$ cat src/design/b64d_pkg.sv
// Shared types, codes and the alphabet lookup of the base64 line decoder.
package b64d_pkg;

  localparam int COUNT_WIDTH = 16;
  localparam int MAX_RESULTS = 4;

  typedef logic [COUNT_WIDTH-1:0] count_t;

  // Result status codes.
  localparam logic [1:0] ST_DATA  = 2'd0;
  localparam logic [1:0] ST_DONE  = 2'd1;
  localparam logic [1:0] ST_ERROR = 2'd2;

  // Line parser phases.
  localparam logic [2:0] PH_IDLE = 3'd0;
  localparam logic [2:0] PH_PLUS = 3'd1;
  localparam logic [2:0] PH_E1   = 3'd2;
  localparam logic [2:0] PH_E2   = 3'd3;
  localparam logic [2:0] PH_E3   = 3'd4;
  localparam logic [2:0] PH_E4   = 3'd5;

  // Characters with a meaning of their own.
  localparam logic [7:0] CH_PAD   = 8'h3d;  // '='
  localparam logic [7:0] CH_CR    = 8'h0d;
  localparam logic [7:0] CH_PLUS  = 8'h2b;
  localparam logic [7:0] CH_SPACE = 8'h20;
  localparam logic [7:0] CH_SLASH = 8'h2f;

  localparam logic [5:0] SEXTET_PLUS = 6'd62;

  typedef struct packed {
    logic [7:0] data;
    logic [1:0] status;
    count_t     count;
  } result_t;

  // Alphabet lookup: bit 6 set means the character is outside the alphabet.
  function automatic logic [6:0] sextet_of(input logic [7:0] c);
    logic [6:0] s;
    s = 7'h40;
    if (c >= 8'h41 && c <= 8'h5a) begin
      s = {1'b0, 6'(c - 8'h41)};
    end else if (c >= 8'h61 && c <= 8'h7a) begin
      s = {1'b0, 6'(c - 8'h61 + 8'd26)};
    end else if (c >= 8'h30 && c <= 8'h39) begin
      s = {1'b0, 6'(c - 8'h30 + 8'd52)};
    end else if (c == CH_PLUS) begin
      s = {1'b0, SEXTET_PLUS};
    end else if (c == CH_SLASH) begin
      s = 7'd63;
    end
    return s;
  endfunction

endpackage

$ cat src/design/b64d_char_if.sv
// Valid/ready channel that carries one text character per beat.
interface b64d_char_if;
  logic       valid;
  logic       ready;
  logic [7:0] in_char;
  logic       line_start;

  modport source (output valid, output in_char, output line_start, input ready);
  modport sink (input valid, input in_char, input line_start, output ready);
endinterface

$ cat src/design/b64d_result_if.sv
// Valid/ready channel that carries one decoder result per beat.
interface b64d_result_if;
  logic        valid;
  logic        ready;
  logic [7:0]  out_byte;
  logic [1:0]  status;
  logic [15:0] byte_count;
  logic        last;

  modport source (output valid, output out_byte, output status, output byte_count,
                  output last, input ready);
  modport sink (input valid, input out_byte, input status, input byte_count,
                input last, output ready);
endinterface

$ cat src/design/base64_decoder.sv
// Streaming base64 line decoder: one character in, up to three results out.
// The first result of a character is registered and on the output in the cycle after its beat.
// One character is taken per cycle while each yields at most one result and the output
// is ready; a character that closes a group yields up to three results, which leave the
// single output port one per cycle while ready, and the next character waits for the last.
// Reset (synchronous, active high) returns the parser to idle and empties the result buffer.
module base64_decoder import b64d_pkg::*; (
  input  logic   clk,
  input  logic   rst,
  b64d_char_if.sink     chars,
  b64d_result_if.source results
);

  // Parser state, updated only when a character beat is taken.
  logic [2:0] phase;
  logic [5:0] sextet_one;
  logic [5:0] sextet_two;
  logic [5:0] sextet_three;
  logic       third_is_pad;
  count_t     decoded_count;

  // Result buffer: holds every result of the last taken character.
  result_t    entries [MAX_RESULTS];
  logic       buf_valid;
  logic [1:0] rd_idx;
  logic [1:0] last_idx;

  logic [2:0] phase_next;
  logic [5:0] sextet_one_next;
  logic [5:0] sextet_two_next;
  logic [5:0] sextet_three_next;
  logic       third_is_pad_next;
  count_t     count_next;
  result_t    res [MAX_RESULTS];
  logic [2:0] n_res;

  logic       take;
  logic       pop;
  logic       pop_last;

  localparam count_t COUNT_MAX = {COUNT_WIDTH{1'b1}};

  assign pop      = results.valid && results.ready;
  assign pop_last = pop && (rd_idx == last_idx);
  // A new character is taken when the buffer is empty or drains its final beat now.
  assign chars.ready = !buf_valid || (results.ready && rd_idx == last_idx);
  assign take     = chars.valid && chars.ready;

  // Whole decision for one character. Results are appended to res in order, and the
  // running count advances with each data byte so each result carries its own count.
  always_comb begin
    logic [6:0] s;
    logic [7:0] c;
    logic       invalid;
    logic       is_pad;
    logic       first_due;
    logic       second_due;
    logic [5:0] s_one;

    c       = chars.in_char;
    s       = sextet_of(c);
    invalid = s[6];
    is_pad  = (c == CH_PAD);
    first_due  = 1'b0;
    second_due = 1'b0;
    s_one      = sextet_one;

    phase_next        = phase;
    sextet_one_next   = sextet_one;
    sextet_two_next   = sextet_two;
    sextet_three_next = sextet_three;
    third_is_pad_next = third_is_pad;
    count_next        = decoded_count;
    n_res             = 3'd0;
    for (int i = 0; i < MAX_RESULTS; i++) begin
      res[i] = '0;
    end

    if (chars.line_start) begin
      // A new line abandons whatever was in progress.
      count_next        = '0;
      third_is_pad_next = 1'b0;
      if (c == CH_PLUS) begin
        phase_next = PH_PLUS;
      end else begin
        first_due = 1'b1;
      end
    end else begin
      unique case (phase)
        PH_PLUS: begin
          if (c == CH_SPACE) begin
            phase_next = PH_E1;
          end else begin
            // A lone leading '+' is the alphabet character opening the group.
            s_one           = SEXTET_PLUS;
            sextet_one_next = SEXTET_PLUS;
            second_due      = 1'b1;
          end
        end
        PH_E1: first_due  = 1'b1;
        PH_E2: second_due = 1'b1;
        PH_E3: begin
          if (is_pad) begin
            third_is_pad_next = 1'b1;
            sextet_three_next = '0;
            phase_next        = PH_E4;
          end else if (invalid) begin
            res[0]     = '{data: 8'd0, status: ST_ERROR, count: count_next};
            n_res      = 3'd1;
            phase_next = PH_IDLE;
          end else begin
            third_is_pad_next = 1'b0;
            sextet_three_next = s[5:0];
            phase_next        = PH_E4;
          end
        end
        PH_E4: begin
          if ((!is_pad && invalid) || (third_is_pad && !is_pad)) begin
            res[0]     = '{data: 8'd0, status: ST_ERROR, count: count_next};
            n_res      = 3'd1;
            phase_next = PH_IDLE;
          end else begin
            if (count_next != COUNT_MAX) count_next = count_next + 1'b1;
            res[0] = '{data: {sextet_one, sextet_two[5:4]}, status: ST_DATA,
                       count: count_next};
            n_res  = 3'd1;
            if (!third_is_pad) begin
              if (count_next != COUNT_MAX) count_next = count_next + 1'b1;
              res[1] = '{data: {sextet_two[3:0], sextet_three[5:2]}, status: ST_DATA,
                         count: count_next};
              n_res  = 3'd2;
              if (!is_pad) begin
                if (count_next != COUNT_MAX) count_next = count_next + 1'b1;
                res[2] = '{data: {sextet_three[1:0], s[5:0]}, status: ST_DATA,
                           count: count_next};
                n_res  = 3'd3;
              end
            end
            if (is_pad) begin
              res[n_res[1:0]] = '{data: 8'd0, status: ST_DONE, count: count_next};
              n_res           = n_res + 3'd1;
              phase_next      = PH_IDLE;
            end else begin
              phase_next = PH_E1;
            end
            third_is_pad_next = 1'b0;
          end
        end
        default: phase_next = PH_IDLE;
      endcase
    end

    // First character of a group, or a carriage return that closes the line.
    if (first_due) begin
      if (c == CH_CR) begin
        res[0]     = '{data: 8'd0, status: ST_DONE, count: count_next};
        n_res      = 3'd1;
        phase_next = PH_IDLE;
      end else if (invalid) begin
        res[0]     = '{data: 8'd0, status: ST_ERROR, count: count_next};
        n_res      = 3'd1;
        phase_next = PH_IDLE;
      end else begin
        sextet_one_next = s[5:0];
        phase_next      = PH_E2;
      end
    end

    if (second_due) begin
      if (invalid) begin
        res[0]     = '{data: 8'd0, status: ST_ERROR, count: count_next};
        n_res      = 3'd1;
        phase_next = PH_IDLE;
      end else begin
        sextet_one_next = s_one;
        sextet_two_next = s[5:0];
        phase_next      = PH_E3;
      end
    end
  end

  // Parser state registers.
  always_ff @(posedge clk) begin
    if (rst) begin
      phase         <= PH_IDLE;
      sextet_one    <= '0;
      sextet_two    <= '0;
      sextet_three  <= '0;
      third_is_pad  <= 1'b0;
      decoded_count <= '0;
    end else if (take) begin
      phase         <= phase_next;
      sextet_one    <= sextet_one_next;
      sextet_two    <= sextet_two_next;
      sextet_three  <= sextet_three_next;
      third_is_pad  <= third_is_pad_next;
      decoded_count <= count_next;
    end
  end

  // Result buffer control. A taken character replaces the buffer, which at that
  // point is either empty or handing out its final beat.
  always_ff @(posedge clk) begin
    if (rst) begin
      buf_valid <= 1'b0;
      rd_idx    <= '0;
      last_idx  <= '0;
    end else if (take) begin
      if (n_res != 3'd0) begin
        buf_valid <= 1'b1;
        rd_idx    <= '0;
        last_idx  <= 2'(n_res - 3'd1);
      end else begin
        buf_valid <= 1'b0;
      end
    end else if (pop) begin
      if (pop_last) begin
        buf_valid <= 1'b0;
      end else begin
        rd_idx <= rd_idx + 2'd1;
      end
    end
  end

  // Result payload needs no reset; it is only read while buf_valid is set.
  always_ff @(posedge clk) begin
    if (take) begin
      for (int i = 0; i < MAX_RESULTS; i++) begin
        entries[i] <= res[i];
      end
    end
  end

  // Output port: the count is shown in 16 bits, truncated or zero-extended.
  logic [COUNT_WIDTH+15:0] count_wide;

  assign count_wide         = {16'd0, entries[rd_idx].count};
  assign results.valid      = buf_valid;
  assign results.out_byte   = entries[rd_idx].data;
  assign results.status     = entries[rd_idx].status;
  assign results.byte_count = count_wide[15:0];
  assign results.last       = (rd_idx == last_idx);

endmodule

$ cat src/flat_wrapper.sv
// flat-port wrapper written by rule: the top's interface ports become plain ports
module base64_decoder_flat import b64d_pkg::*;
  (clk, rst, chars_valid, chars_in_char, chars_line_start, chars_ready, results_valid, results_out_byte, results_status, results_byte_count, results_last, results_ready);
  b64d_char_if chars_i ();
  b64d_result_if results_i ();
  input  logic clk;
  input  logic rst;
  input wire logic [$bits(chars_i.valid)-1:0] chars_valid;
  input wire logic [$bits(chars_i.in_char)-1:0] chars_in_char;
  input wire logic [$bits(chars_i.line_start)-1:0] chars_line_start;
  output wire logic [$bits(chars_i.ready)-1:0] chars_ready;
  output wire logic [$bits(results_i.valid)-1:0] results_valid;
  output wire logic [$bits(results_i.out_byte)-1:0] results_out_byte;
  output wire logic [$bits(results_i.status)-1:0] results_status;
  output wire logic [$bits(results_i.byte_count)-1:0] results_byte_count;
  output wire logic [$bits(results_i.last)-1:0] results_last;
  input wire logic [$bits(results_i.ready)-1:0] results_ready;
  assign chars_i.valid = chars_valid;
  assign chars_i.in_char = chars_in_char;
  assign chars_i.line_start = chars_line_start;
  assign chars_ready = chars_i.ready;
  assign results_valid = results_i.valid;
  assign results_out_byte = results_i.out_byte;
  assign results_status = results_i.status;
  assign results_byte_count = results_i.byte_count;
  assign results_last = results_i.last;
  assign results_i.ready = results_ready;
  base64_decoder u_core (.clk(clk), .rst(rst), .chars(chars_i), .results(results_i));
endmodule
$ cat config.mk
export PLATFORM = sky130hd
export DESIGN_NAME = base64_decoder_flat
export DESIGN_NICKNAME = d
export VERILOG_FILES = /design/src/design/b64d_pkg.sv /design/src/design/b64d_char_if.sv /design/src/design/b64d_result_if.sv /design/src/design/base64_decoder.sv /design/src/flat_wrapper.sv
export SDC_FILE = /design/constraint.sdc
export NUM_CORES = 1
export LEC_CHECK = 0
export ABC_CLOCK_PERIOD_IN_PS = 11200
export BUFFER_PORTS_ARGS = -buffer_cell sky130_fd_sc_hd__buf_2
export CORE_ASPECT_RATIO = 0.75
export CORE_MARGIN = 5
export CORE_UTILIZATION = 35
export DETAILED_ROUTE_END_ITERATION = 10
export GPL_ROUTABILITY_DRIVEN = 0
export GPL_TIMING_DRIVEN = 0
export PLACE_DENSITY_LB_ADDON = 0.08
export SLEW_MARGIN = 25
export SYNTH_ARGS = -nofsm -noshare
export SYNTH_HDL_FRONTEND = slang
export SYNTH_SLANG_ARGS = --single-unit
$ cat constraint.sdc
create_clock -name clk -period 11.2 [get_ports clk]
set_input_delay 1.12 -clock clk [delete_from_list [all_inputs] [get_ports clk]]
set_output_delay 1.12 -clock clk [all_outputs]
set_load 0.05 [all_outputs]
# [After elaboration in Yosys (flattened, before gate mapping)]
# Memories as Yosys holds them, arrays and structs flattened. A register that Yosys moved wholly into a read port is not among the register bits.
# Cells that the tools add are included.
[word_totals] reg_bits=43 latchBits=0 ram_bits=104 mem_bits_ro=0 input_bits=13 output_inout_bits=29 word_cells=186 memories=1
[op_classes] addsub=11 mul=0 n_div=0 order_cmp=8 eq_ne=22 shifts=0 mux=106 n_bitwise=3 n_reduce_logical=26
[memory_table] memory="u_core.entries" depth=4 width=26 rd=1 rd_clocked_by_memory_dff=1 write_ports=4 line="base64_decoder.sv:23" rtl="result_t entries [MAX_RESULTS];"
[ops] operator="two-way mux 16 bit" n=18
[ops] operator="two-way mux 26 bit" n=9
[ops] operator="two-way mux 104 bit" n=2
[ops] operator="two-way mux 52 bit" n=4
[ops] operator="two-way mux 78 bit" n=2
[ops] operator="bitwise mux 104 bit" n=1
[ops] operator="two-way mux 3 bit" n=22
[ops] operator="two-way mux 6 bit" n=10
[ops] operator="demux 26 bit (select 2 bit)" n=1
[ops] operator="one-hot mux 26 bit (2 select lines)" n=1
[ops] operator="adder 16 x 1 -> 16 bit, second input constant" n=3
[ops] operator="inequality test 16 bit, second input constant" n=3
[ops] operator="two-way mux 7 bit" n=5
[ops] operator="equality test 8 x 6 -> 1 bit, second input constant" n=4
[ops] operator="two-way mux 18 bit" n=1
[ops] operator="two-way mux 2 bit" n=9
[ops] operator="two-way mux 1 bit" n=17
[ops] operator=">= comparator 8 x 7 -> 1 bit, second input constant" n=2
[ops] operator="<= comparator 8 x 7 -> 1 bit, second input constant" n=2
[ops] operator="one-hot mux 3 bit (4 select lines)" n=1
[ops] operator="AND reduction 4 bit" n=3
[ops] operator="subtractor 6 bit, second input constant" n=2
[ops] operator="logical AND 1 bit" n=10
[ops] operator="equality test 8 x 4 -> 1 bit, second input constant" n=1
[ops] operator="31 further kinds" n=43

# [Longest topological paths before layout]
# Gate-level depths: netlist (run 1).
[depth] word_depth=34 depth_mapped=24 ltp_nobuf=20

# [Least setup slack after synthesis (run 1)]
# OpenSTA, ideal clock, no wires.
[synth_timing] kind="input-to-reg" from="input results_ready" to="register u_core.sextet_one[1]" setup_ns=0.103 t_arrival_ns=6.570 required_ns=11.097 setup_slack_ns=4.527 stages=7 path_buffers=1 cell_sequence="inv_1 > o21ai_0 > nand2_1 > inv_1 > clkbuf_1 > a31oi_1 > a221oi_1"
[synth_between] elab_chain_cells=3
[synth_lines] element="from (decl)" line="flat_wrapper.sv:17" rtl="input wire logic [$bits(results_i.ready)-1:0] results_ready;"
[synth_lines] element="logical AND 1 bit" line="base64_decoder.sv:46" rtl="assign chars.ready = !buf_valid || (results.ready && rd_idx == last_idx);"
[synth_lines] element="logical OR 1 bit" line="base64_decoder.sv:46"
[synth_lines] element="net chars_ready" line="flat_wrapper.sv:11" rtl="output wire logic [$bits(chars_i.ready)-1:0] chars_ready;"
[synth_lines] element="logical AND 1 bit" line="base64_decoder.sv:47" rtl="assign take = chars.valid && chars.ready;"
[synth_lines] element="net u_core.take" line="base64_decoder.sv:37" rtl="logic take;"
[synth_lines] element="to (signal assigned)" line="base64_decoder.sv:193" rtl="sextet_one <= sextet_one_next;"
[synth_lines] element="to (decl)" line="base64_decoder.sv:16" rtl="logic [5:0] sextet_one;"
# The timed path passes the listed nets, and every way through them passes these cells.
# A chain may end at the register's enable or synchronous reset.

# [Worst setup path in the final report (run 1)]
[layout_timing] from="register u_core.decoded_count[1]" to="register u_core.decoded_count[7]"
[layout_between] elab_chain_cells=21 word_cells_on_any_way=24 classes_between="add/sub: 3; eq/ne: 3; mux: 18"
[layout_lines] element="from (decl)" line="base64_decoder.sv:20" rtl="count_t decoded_count;"
[layout_lines] element="from (signal assigned)" line="base64_decoder.sv:197" rtl="decoded_count <= count_next;"
[layout_lines] element="adder 16 x 1 -> 16 bit / inequality test 16 bit (equally long branches)" line="base64_decoder.sv:123" rtl="if (count_next != COUNT_MAX) count_next = count_next + 1'b1;"
[layout_lines] element="two-way mux 16 bit (*)" line="base64_decoder.sv:123"
[layout_lines] element="two-way mux 16 bit (*)" line="base64_decoder.sv:118" rtl="if ((!is_pad && invalid) || (third_is_pad && !is_pad)) begin"
[layout_lines] element="two-way mux 16 bit (*)" line="base64_decoder.sv:89" rtl="unique case (phase)"
[layout_lines] element="two-way mux 16 bit (*)" line="base64_decoder.sv:79" rtl="if (chars.line_start) begin"
[layout_lines] element="adder 16 x 1 -> 16 bit / inequality test 16 bit (equally long branches)" line="base64_decoder.sv:128" rtl="if (count_next != COUNT_MAX) count_next = count_next + 1'b1;"
[layout_lines] element="two-way mux 16 bit" line="base64_decoder.sv:128"
[layout_lines] element="two-way mux 16 bit" line="base64_decoder.sv:127" rtl="if (!third_is_pad) begin"
[layout_lines] element="[... 5 more ...]"
[layout_lines] element="two-way mux 16 bit" line="base64_decoder.sv:132" rtl="if (!is_pad) begin"
[layout_lines] element="two-way mux 16 bit (*)" line="base64_decoder.sv:127"
[layout_lines] element="two-way mux 16 bit (*)" line="base64_decoder.sv:118"
[layout_lines] element="two-way mux 16 bit (*)" line="base64_decoder.sv:89"
[layout_lines] element="two-way mux 16 bit (*)" line="base64_decoder.sv:79"
[layout_lines] element="two-way mux 16 bit (*)" line="base64_decoder.sv:118"
[layout_lines] element="two-way mux 16 bit (*)" line="base64_decoder.sv:89"
[layout_lines] element="two-way mux 16 bit (*)" line="base64_decoder.sv:79"
# Mark *: on every way between the ends. The rest lies on a longest branch, timed or not. The select of a mux whose other input is x is not followed.

==> results.toml, run 1 <==
[sta]
relSlewSlack_pct = 25.46
slew_viol_final = 0
setup_viol = 0
fin_skew_ns = 0.009471
rsz0062_at_grt = "no"
fin_tns_setup_ns = 0
max_freq_mhz = 135.2
post-route-period-util_pct = 66.04
hold_viol_final = 0
tightest_slew_ns = 1.111
fin_crit_ns = 7.397

[floorplan]
die_w_um = 191.5
dieArea_um2 = 27990
ios = 42
rows = 49
coreArea_um2 = 24160
initial_core_util_pct = 35.81
die_h_um = 146.2

[setup_path]
crit_fanout = 10
crit_path_start_kind = "flop"
crit_top_cell = "ha_1"
cp.arrival_ns = 7.69
criticalPathCategory = "reg -> reg"
max_stage_delay_ns = 0.60
worstPathRequired_ns = 11.49
cp_slowest_cell = "dfxtp_1"
crit_family = "simple AND/OR/NAND/NOR gates"
crit_chain = "ha_1, clkbuf_1, nand3_1, or4_1, buf_2, mux2i_1, inv_1, ha_1, o221a_2, and3_1, nand4_1, clkbuf_1, xnor2_1, inv_1, ha_1, nand2_1, o31ai_1, a41oi_1, or4b_4, buf_6, o31ai_4, nor3b_1, o31ai_1, o21ai_1"
critPathCaptureType = "flop"
timing.critical_path.buf_inv = 6

[layout]
synthToLayoutAreaGrowth_pct = 15.82
fin_cells = 1364
drive_gt1_share_pct = 13.36
diodes = 0
nets = 1047
finish.utilization_pct = 41.48

[global_routing]
grt_overflow = 0
grt_max_degree = 53
antenna_found_initial = 0
first_global_vias = 7080
grt_pass1_wl_um = 45050
grt_util_all_layers_pct = 21.13

[synth]
synth_edf_count = 93
yosysSeqAreaShare_pct = 42.70
yosysWarningCount = 0
async_reset_ff_share_pct = 0
yosys.area.top_type = "edfxtp_1"
synth_commonest_cells = "nor2_1 (120), edfxtp_1 (93), nand2_1 (91)"
synth_cells = 941
synth_top_area_share_pct = 32.28
synth_flop_cell = "edfxtp_1"
synth_seq_cells = 138
synth_area_um2 = 8651
synth_most_common_cell = "nor2_1"
syn_area_per_cell_um2 = 9.193
yosys-top-cells-area = "edfxtp_1 (32%), dfxtp_1 (10%), nor2_1 (5.2%), mux4_2 (4.4%), nand2_1 (3.9%)"
synth_cell_types = 86

[clock_tree]
cts_setup_buffers = 0
clock_path_buffers = 2
cts_made_buffers = 17
cts_tree = "done"
htreeDepth = 4
hold_buffers = 0
numClockSinks = 138
cts_resized = 0
clk_pin_slew_ns = 0.07
cts.root.buffer_cell = "clkbuf_16"
insertion_delay_ns = 0.43

[drt]
initialDrtViolationCount = 827
wirelength_um = 29650
wl_met1_um = 15220
vias_per_cell = 5.699
wl_per_cell_um = 21.74
wl_met3_um = 3082
dr_total_vias = 7773
drc = 0
ant_nets = 0
routed.top_layer = "met4"
firstDrtPassIters = 5
dr_wl_met2_um = 11000

[pwr]
leakagePower_nw = 3.529
finalPower_mw = 1.287
power_density_nw_per_um2 = 128.5
irDropWorstVdd_mv = 0.1022

[worst_hold_path]
hp-class = "reg -> reg"

[outcome]
status = "finished, final reports clean"

[place]
portBuffers = 40
dp_hpwl_um = 22360
place_inst = 1332

[job]
max-cap-violations = 0
## worst register-to-register path: cells and delay by family, from the launching register on
kind | cells | cell delay (ns)
AND/OR/NAND/NOR | 7 | 2.07
AO/OA/AOI/OAI | 6 | 1.78
buffers and inverters | 6 | 1.46
adder cells (fa/ha/maj) | 3 | 0.89
flip-flops | 1 | 0.60
multiplexers | 1 | 0.24
XOR/XNOR | 1 | 0.22
## per-stage QoR
stage	instance area, um2	setup slack, ns	hold slack, ns
floorplan	8711	4.527	0.4462
global placement	9325	3.014	0.4648
detailed placement	9407	4.256	0.4689
CTS	10020	4.219	0.4805
global route	10020	3.646	0.4911
finish	10020	3.803	0.4789
## power by group
part | total [mW] | switching (mW) | internal (mW)
sequential | 0.575 | 0.00750 | 0.568
combinational | 0.123 | 0.0895 | 0.0338
clock | 0.589 | 0.245 | 0.344
total | 1.29 | 0.342 | 0.945
## final timing paths
path / start / to / slack [ns] / depth (start not counted)
setup / recovery: u_core.decoded_count[1] / u_core.decoded_count[7] / 3.80 / 24
hold / removal: u_core.sextet_one[5] / u_core.sextet_one[5] / 0.48 / 2
setup reg to reg: u_core.decoded_count[1] / u_core.decoded_count[7] / 3.80 / 24
hold reg to reg: u_core.sextet_one[5] / u_core.sextet_one[5] / 0.48 / 2
## cells by family (layout without fill, tap and decap cells)
group | count (synthesis) | count (layout) | synth area share, %
AND/OR/NAND/NOR | 388 | 388 | 22.55
AO/OA/AOI/OAI | 239 | 239 | 18.15
flip-flops | 138 | 138 | 42.70
buffers and inverters | 92 | 168 | 4.324
multiplexers | 48 | 48 | 8.085
XOR/XNOR | 21 | 21 | 2.126
adder cells (fa/ha/maj) | 14 | 14 | 2.025
other | 1 | 17 | 0.04335
## final cells by class
class / count / area, um2
multi-input combinational: 727 / 4661
fill: 2429 / 14140
buffer: 63 / 270.3
tap: 331 / 414.1
clock inverter: 14 / 172.7
timing repair buffer: 44 / 260.3
inverter: 29 / 108.9
sequential: 138 / 3694
clock buffer: 18 / 439.2
## state kept, by name (all words and copies together), names as in the netlist, named ones only
name / flops
u_core.decoded_count: 16
u_core.entries: 93
u_core.last_idx: 2
u_core.phase: 3
u_core.rd_idx: 2
u_core.results.valid: 1
u_core.sextet_one: 6
u_core.sextet_three: 6
u_core.sextet_two: 6
u_core.third_is_pad: 1
## per-layer routing
| layer | vias up | track usage, % |
|---|---|---|
| met4 | 0 | 4.487 |
| met1 | 3746 | 35.23 |
| met2 | 352 | 25.80 |
| met3 | 29 | 6.372 |
| met5 | - | 0 |
| li1 | 3646 | - |
## cell usage in the layout, fill, tap and decap left out, types with 5 or more instances in the layout
cell type,instances
nor3b_1,7
inv_1,27
and3_1,18
dfxtp_1,45
buf_2,49
o21ai_0,60
nor3_1,24
mux2_2,5
edfxtp_1,93
nand2b_1,10
nand2_1,91
ha_1,14
o21ai_1,10
nor2_1,120
o21a_1,5
xor2_1,5
a211oi_1,10
nor2b_1,13
clkbuf_1,47
xnor2_1,16
o31ai_1,8
a22oi_1,13
mux4_2,17
a21oi_1,61
clkbuf_16,17
inv_6,5
nor4_1,6
conb_1,17
and4_1,5
nand4_1,18
nand3_1,26
mux2i_1,26
a221oi_1,7
and2_1,21
a22o_1,8
(Power assumes the default switching activity.)
==> inputs of run 2 (changes only) <==
- ABC_AREA: unset -> 1
- ABC_CLOCK_PERIOD_IN_PS: 11200 -> 7500
- clock period: 11.2 -> 7.5 ns (I/O delays scaled with it)
==> results.toml, run 2 <==
[outcome]
status = "finished, final reports clean"

[clock_tree]
htreeDepth = 4
clk_pin_slew_ns = 0.06
clock_path_buffers = 2
cts_resized = 0
cts_setup_buffers = 0
cts_made_buffers = 17
cts.root.buffer_cell = "clkbuf_16"
hold_buffers = 0
insertion_delay_ns = 0.43
numClockSinks = 138
cts_tree = "done"

[floorplan]
dieArea_um2 = 28310
die_h_um = 147.0
initial_core_util_pct = 35.33
rows = 50
ios = 42
coreArea_um2 = 24770
die_w_um = 192.6

[synth]
synth_flop_cell = "edfxtp_1"
synth_seq_cells = 138
synth_commonest_cells = "nand2_1 (279), nor2_1 (149), o21ai_0 (127)"
yosysSeqAreaShare_pct = 42.20
synth_most_common_cell = "nand2_1"
synth_edf_count = 93
yosys-top-cells-area = "edfxtp_1 (32%), nand2_1 (12%), dfxtp_1 (10%), o21ai_0 (7.3%), nor2_1 (6.4%)"
synth_area_um2 = 8753
synth_cell_types = 44
synth_top_family_by_area = "simple AND/OR/NAND/NOR gates"
synth_compound_area_share_pct = 18.48
yosysWarningCount = 0
yosys.area.top_type = "edfxtp_1"
async_reset_ff_share_pct = 0
synth_mux_area_share_pct = 0
synthXorXnorAreaFrac_pct = 1.501
synth_top_area_share_pct = 31.90
syn_area_per_cell_um2 = 7.199
synth_cells = 1216
synth-simple-area-share_pct = 28.29
synth_fa_ha_area_share_pct = 2.001

[sta]
tightest_slew_ns = 0.7064
fin_tns_setup_ns = 0
max_freq_mhz = 197.1
relSlewSlack_pct = 52.91
fin_skew_ns = 0.009355
hold_viol_final = 0
rsz0062_at_grt = "no"
slew_viol_final = 0
setup_viol = 0
post-route-period-util_pct = 67.66
fin_crit_ns = 5.075
worst_hold_slack_ns = 0.4648

[setup_path]
criticalPathCategory = "reg -> reg"
max_stage_delay_ns = 0.47
cp_slowest_cell = "dfxtp_1"
reg2reg_depth = 25
critPathCaptureType = "flop"
r2r-end = "u_core.entries[0][8]"
crit_fanout = 8
crit_path_start_kind = "flop"
cp.arrival_ns = 5.27
reg2reg_from = "u_core.decoded_count[1]"
worstPathRequired_ns = 7.69
timing.critical_path.from = "u_core.decoded_count[1]"
r2r_slack_ns = 2.43
crit_top_cell = "nand2_1"

[drt]
vias_per_cell = 5.262
ant_nets = 0
dr_total_vias = 8650
wl_per_cell_um = 18.37
firstDrtPassIters = 5
drc = 0
wirelength_um = 30200
initialDrtViolationCount = 804

[worst_hold_path]
hold_end = "u_core.sextet_three[4]"
hold_depth = 2
hp-start = "u_core.sextet_three[4]"
hp-class = "reg -> reg"

[global_routing]
grt_overflow = 0
first_global_vias = 7749
grt_max_degree = 40
grt_util_all_layers_pct = 21.60
antenna_found_initial = 1
grt_pass1_wl_um = 46980

[layout]
reg_top3 = "u_core.entries (93), u_core.decoded_count (16)"
fin_cells = 1644
largest_register_ffs = 93
nets = 1320
synthToLayoutAreaGrowth_pct = 15.31
seq_area_um2 = 3694
final_cell_mix = "nand2_1 (279), nor2_1 (149), o21ai_0 (127)"
final_common_cell = "nand2_1"
num-fill-cells = 2603
drive_gt1_share_pct = 10.03
diodes = 0
finish.instance_area_um2 = 10090
multi_input_area_um2 = 4464
regMostFlops = "u_core.entries"

[pwr]
power_density_nw_per_um2 = 218.0
irDropWorstVdd_mv = 0.1542
leakagePower_nw = 3.860

[place]
place_inst = 1612
portBuffers = 40
dp_hpwl_um = 23460
post_dp_cell_area_um2 = 9480

[job]
max-cap-violations = 0
## run 2: changes by cell type in the layout (fill, tap and decap cells not counted), moves of 16 or more
cell     change
nand2_1    +188
inv_1       +71
o21ai_0     +67
nand3_1     +45
o22ai_1     +35
a21oi_1     +32
nor2_1      +29
nand2_2     +27
mux2i_1     -26
and2_1      -20
and3_1      -18
mux4_2      -17
o21ai_1     +16
## run 2: how the worst max path moves through the flow
stage	cells after the start	to	slack [ns]
global placement	8	u_core.decoded_count[8]	0.93
detailed placement	24	flop	2.21
CTS	25	u_core.entries[0][7]	2.55
global route	23	u_core.entries[0][4]	2.04
floorplan	8	u_core.entries[0][0]	1.80
finish	25	u_core.entries[0][8]	2.43
## run 2: worst max-delay path, delay by kind of cell, from the launching register on
family | cells | cell delay [ns]
DFF | 1 | 0.47
buffers and inverters | 2 | 0.15
and+or+nand+nor | 19 | 2.93
AOI/OAI and AO/OA | 1 | 0.38
adders and majority gates | 3 | 0.91
## run 2: cell families after synthesis
kind of cell,after synthesis
xor+xnor,15
fa+ha+maj,14
buf+inv,168
simple gates,578
flops,138
compound gates,302
other cells,1
## run 2: final cells by class
class,instances,area share [%]
clock inverter,9,0.6942
sequential,138,36.59
multi-input combinational,926,44.23
timing repair buffer,42,2.380
buffer,56,2.355
clock buffer,23,5.380
inverter,112,4.178
tap,338,4.190
## run 2: power by group
part / leakage, nW / total, mW / switching [mW] / internal, mW
clock: 0.296 / 0.868 / 0.353 / 0.515
sequential: 1.31 / 0.887 / 0.0259 / 0.861
combinational: 2.26 / 0.444 / 0.343 / 0.101
## run 2: per-stage QoR
step	setup slack (ns)	total power [mW]	utilization, %
detailed placement	2.207	1.342	38.27
CTS	2.548	2.211	40.74
finish	2.425	2.200	40.74
global placement	0.9341	1.346	38.09
global route	2.039	2.298	40.74
floorplan	1.805	1.205	-
## run 2: metal layers
metal	GRT usage, %	share of wire [%]	up-vias
met5	0	0	-
met4	4.098	0.93	0
met3	4.727	8.0	17
met2	27.14	38	329
met1	36.64	53	4025
li1	-	-	4279
==> inputs of run 3 (changes only) <==
- ABC_AREA: 1 -> 0
- ABC_CLOCK_PERIOD_IN_PS: 7500 -> 5030
- clock period: 7.5 -> 5.03 ns (I/O delays scaled with it)
==> results.toml, run 3 (synthesized netlist as in run 1, its figures left out) <==
[sta]
setup_viol = 19
relSlewSlack_pct = 28.53
rsz0062_at_grt = "yes"
slew_viol_final = 0
tightest_slew_ns = 1.066
fin_tns_setup_ns = -2.966
fin_crit_ns = 5.275
post-route-period-util_pct = 104.9
hold_viol_final = 0
fin_skew_ns = 0.01434
worst_hold_slack_ns = 0.3867
setup_ws_ns = -0.2450
max_freq_mhz = 189.6

[global_routing]
met2_usage_pct = 26.51
grt.busiest_layer = "met1"
antenna_found_initial = 1
grt_max_degree = 84
grtUsageMet1_pct = 35.46
globalRouteMet3Util_pct = 6.921
grt_util_all_layers_pct = 21.74
grt_overflow = 0
first_global_vias = 7208
grt_pass1_wl_um = 46230

[clock_tree]
cts.root.buffer_cell = "clkbuf_16"
insertion_delay_ns = 0.43
hold_buffers = 0
cts_made_buffers = 17
cts_tree = "done"
numClockSinks = 138
clk_pin_slew_ns = 0.06
htreeDepth = 4
clock_path_buffers = 2

[layout]
num-fill-cells = 2403
drive_gt1_share_pct = 21.53
finish.instance_area_um2 = 10680
diodes = 0
reg_top3 = "u_core.entries (93), u_core.decoded_count (16)"
largest_register_ffs = 93
final_cell_mix = "nor2_1 (120), edfxtp_1 (93), nand2_1 (88)"
final_common_cell = "nor2_1"
synthToLayoutAreaGrowth_pct = 23.46
regMostFlops = "u_core.entries"
nets = 1087

[floorplan]
die_w_um = 191.5
die_h_um = 146.2
coreArea_um2 = 24160
rows = 49
initial_core_util_pct = 35.81
ios = 42
dieArea_um2 = 27990

[drt]
dr_total_vias = 8001
wirelength_um = 30760
vias_per_cell = 5.699
wl_per_cell_um = 21.91
ant_nets = 0
initialDrtViolationCount = 912
drc = 0
firstDrtPassIters = 5

[setup_path]
cp.arrival_ns = 5.57
crit_path_start_kind = "flop"
critPathCaptureType = "flop"
criticalPathCategory = "reg -> reg"
crit_fanout = 4
worstPathRequired_ns = 5.33

[pwr]
power_density_nw_per_um2 = 255.9
leakagePower_nw = 3.807
irDropWorstVdd_mv = 0.2193
finalPower_mw = 2.733

[worst_hold_path]
hp-class = "in -> reg"

[place]
dp_hpwl_um = 22370
portBuffers = 40
post_dp_cell_area_um2 = 9453

[outcome]
violations = "setup timing"
status = "finished, violations left"

[job]
max-cap-violations = 0
-- run 3: final cells by class --
type / instances / area [um2] / share of cell area, %
sequential: 138 / 3706 / 34.70
buffer: 60 / 326.6 / 3.058
clock inverter: 12 / 91.34 / 0.8552
multi-input combinational: 727 / 4987 / 46.70
clock buffer: 20 / 456.7 / 4.276
tap: 331 / 414.1 / 3.878
inverter: 29 / 108.9 / 1.019
timing repair buffer: 87 / 589.3 / 5.518
-- run 3: routing by layer --
layer	up-vias	wire length [um]	share of wire, %
li1	3724	-	-
met1	3856	15370	50
met2	385	11540	38
met3	36	3245	11
met4	0	603	2.0
met5	-	0	0
-- run 3: per-stage QoR --
step           std cells  utilization, %  worst slack [ns]
2_1_floorplan        957               -           0.01257
3_3_place_gp        1328           38.86            -1.184
3_5_place_dp        1331           39.13            -1.127
4_1_cts             1394           43.19          -0.01836
5_1_grt             1404           44.21           -0.2990
6_report            1404           44.21           -0.2450
-- run 3: timing repair --
item                                    4_1_cts  5_1_grt
gates cloned                                  0        0
endpoints found under the setup margin       33       30
resized for setup                            49       40
pin swaps                                    11       24
buffers inserted                             32       12
-- run 3: worst max-delay path: stages, from the launching register on --
cell      delay, ns
dfxtp_4        0.36
ha_4           0.17
nand3_4        0.08
or4_4          0.58
mux2i_4        0.25
inv_2          0.10
ha_4           0.19
o221a_4        0.20
and3_4         0.18
nand4_1        0.23
clkbuf_8       0.23
xnor2_2        0.12
inv_2          0.09
ha_4           0.15
nand2_2        0.05
o31ai_2        0.21
a41oi_1        0.08
or4b_4         0.60
buf_8          0.15
o31ai_4        0.34
buf_6          0.16
mux2i_4        0.26
nand2_2        0.09
a22o_1         0.24
-- run 3: path summary, 6_finish.rpt --
kind	depth (start not counted)	start	slack, ns	end
hold / removal	3	chars_valid	0.39	u_core.results.valid
setup reg to reg	23	u_core.decoded_count[1]	-0.24	u_core.decoded_count[1]
setup / recovery	23	u_core.decoded_count[1]	-0.24	u_core.decoded_count[1]
hold reg to reg	2	u_core.sextet_one[3]	0.48	u_core.sextet_one[3]
-- run 3: where the power goes --
group          leakage (nW)  switching (mW)  internal (mW)
Sequential             1.31          0.0168           1.26
Combinational          2.23           0.202         0.0811
Clock                 0.264           0.508          0.662
Total                  3.81           0.726           2.01
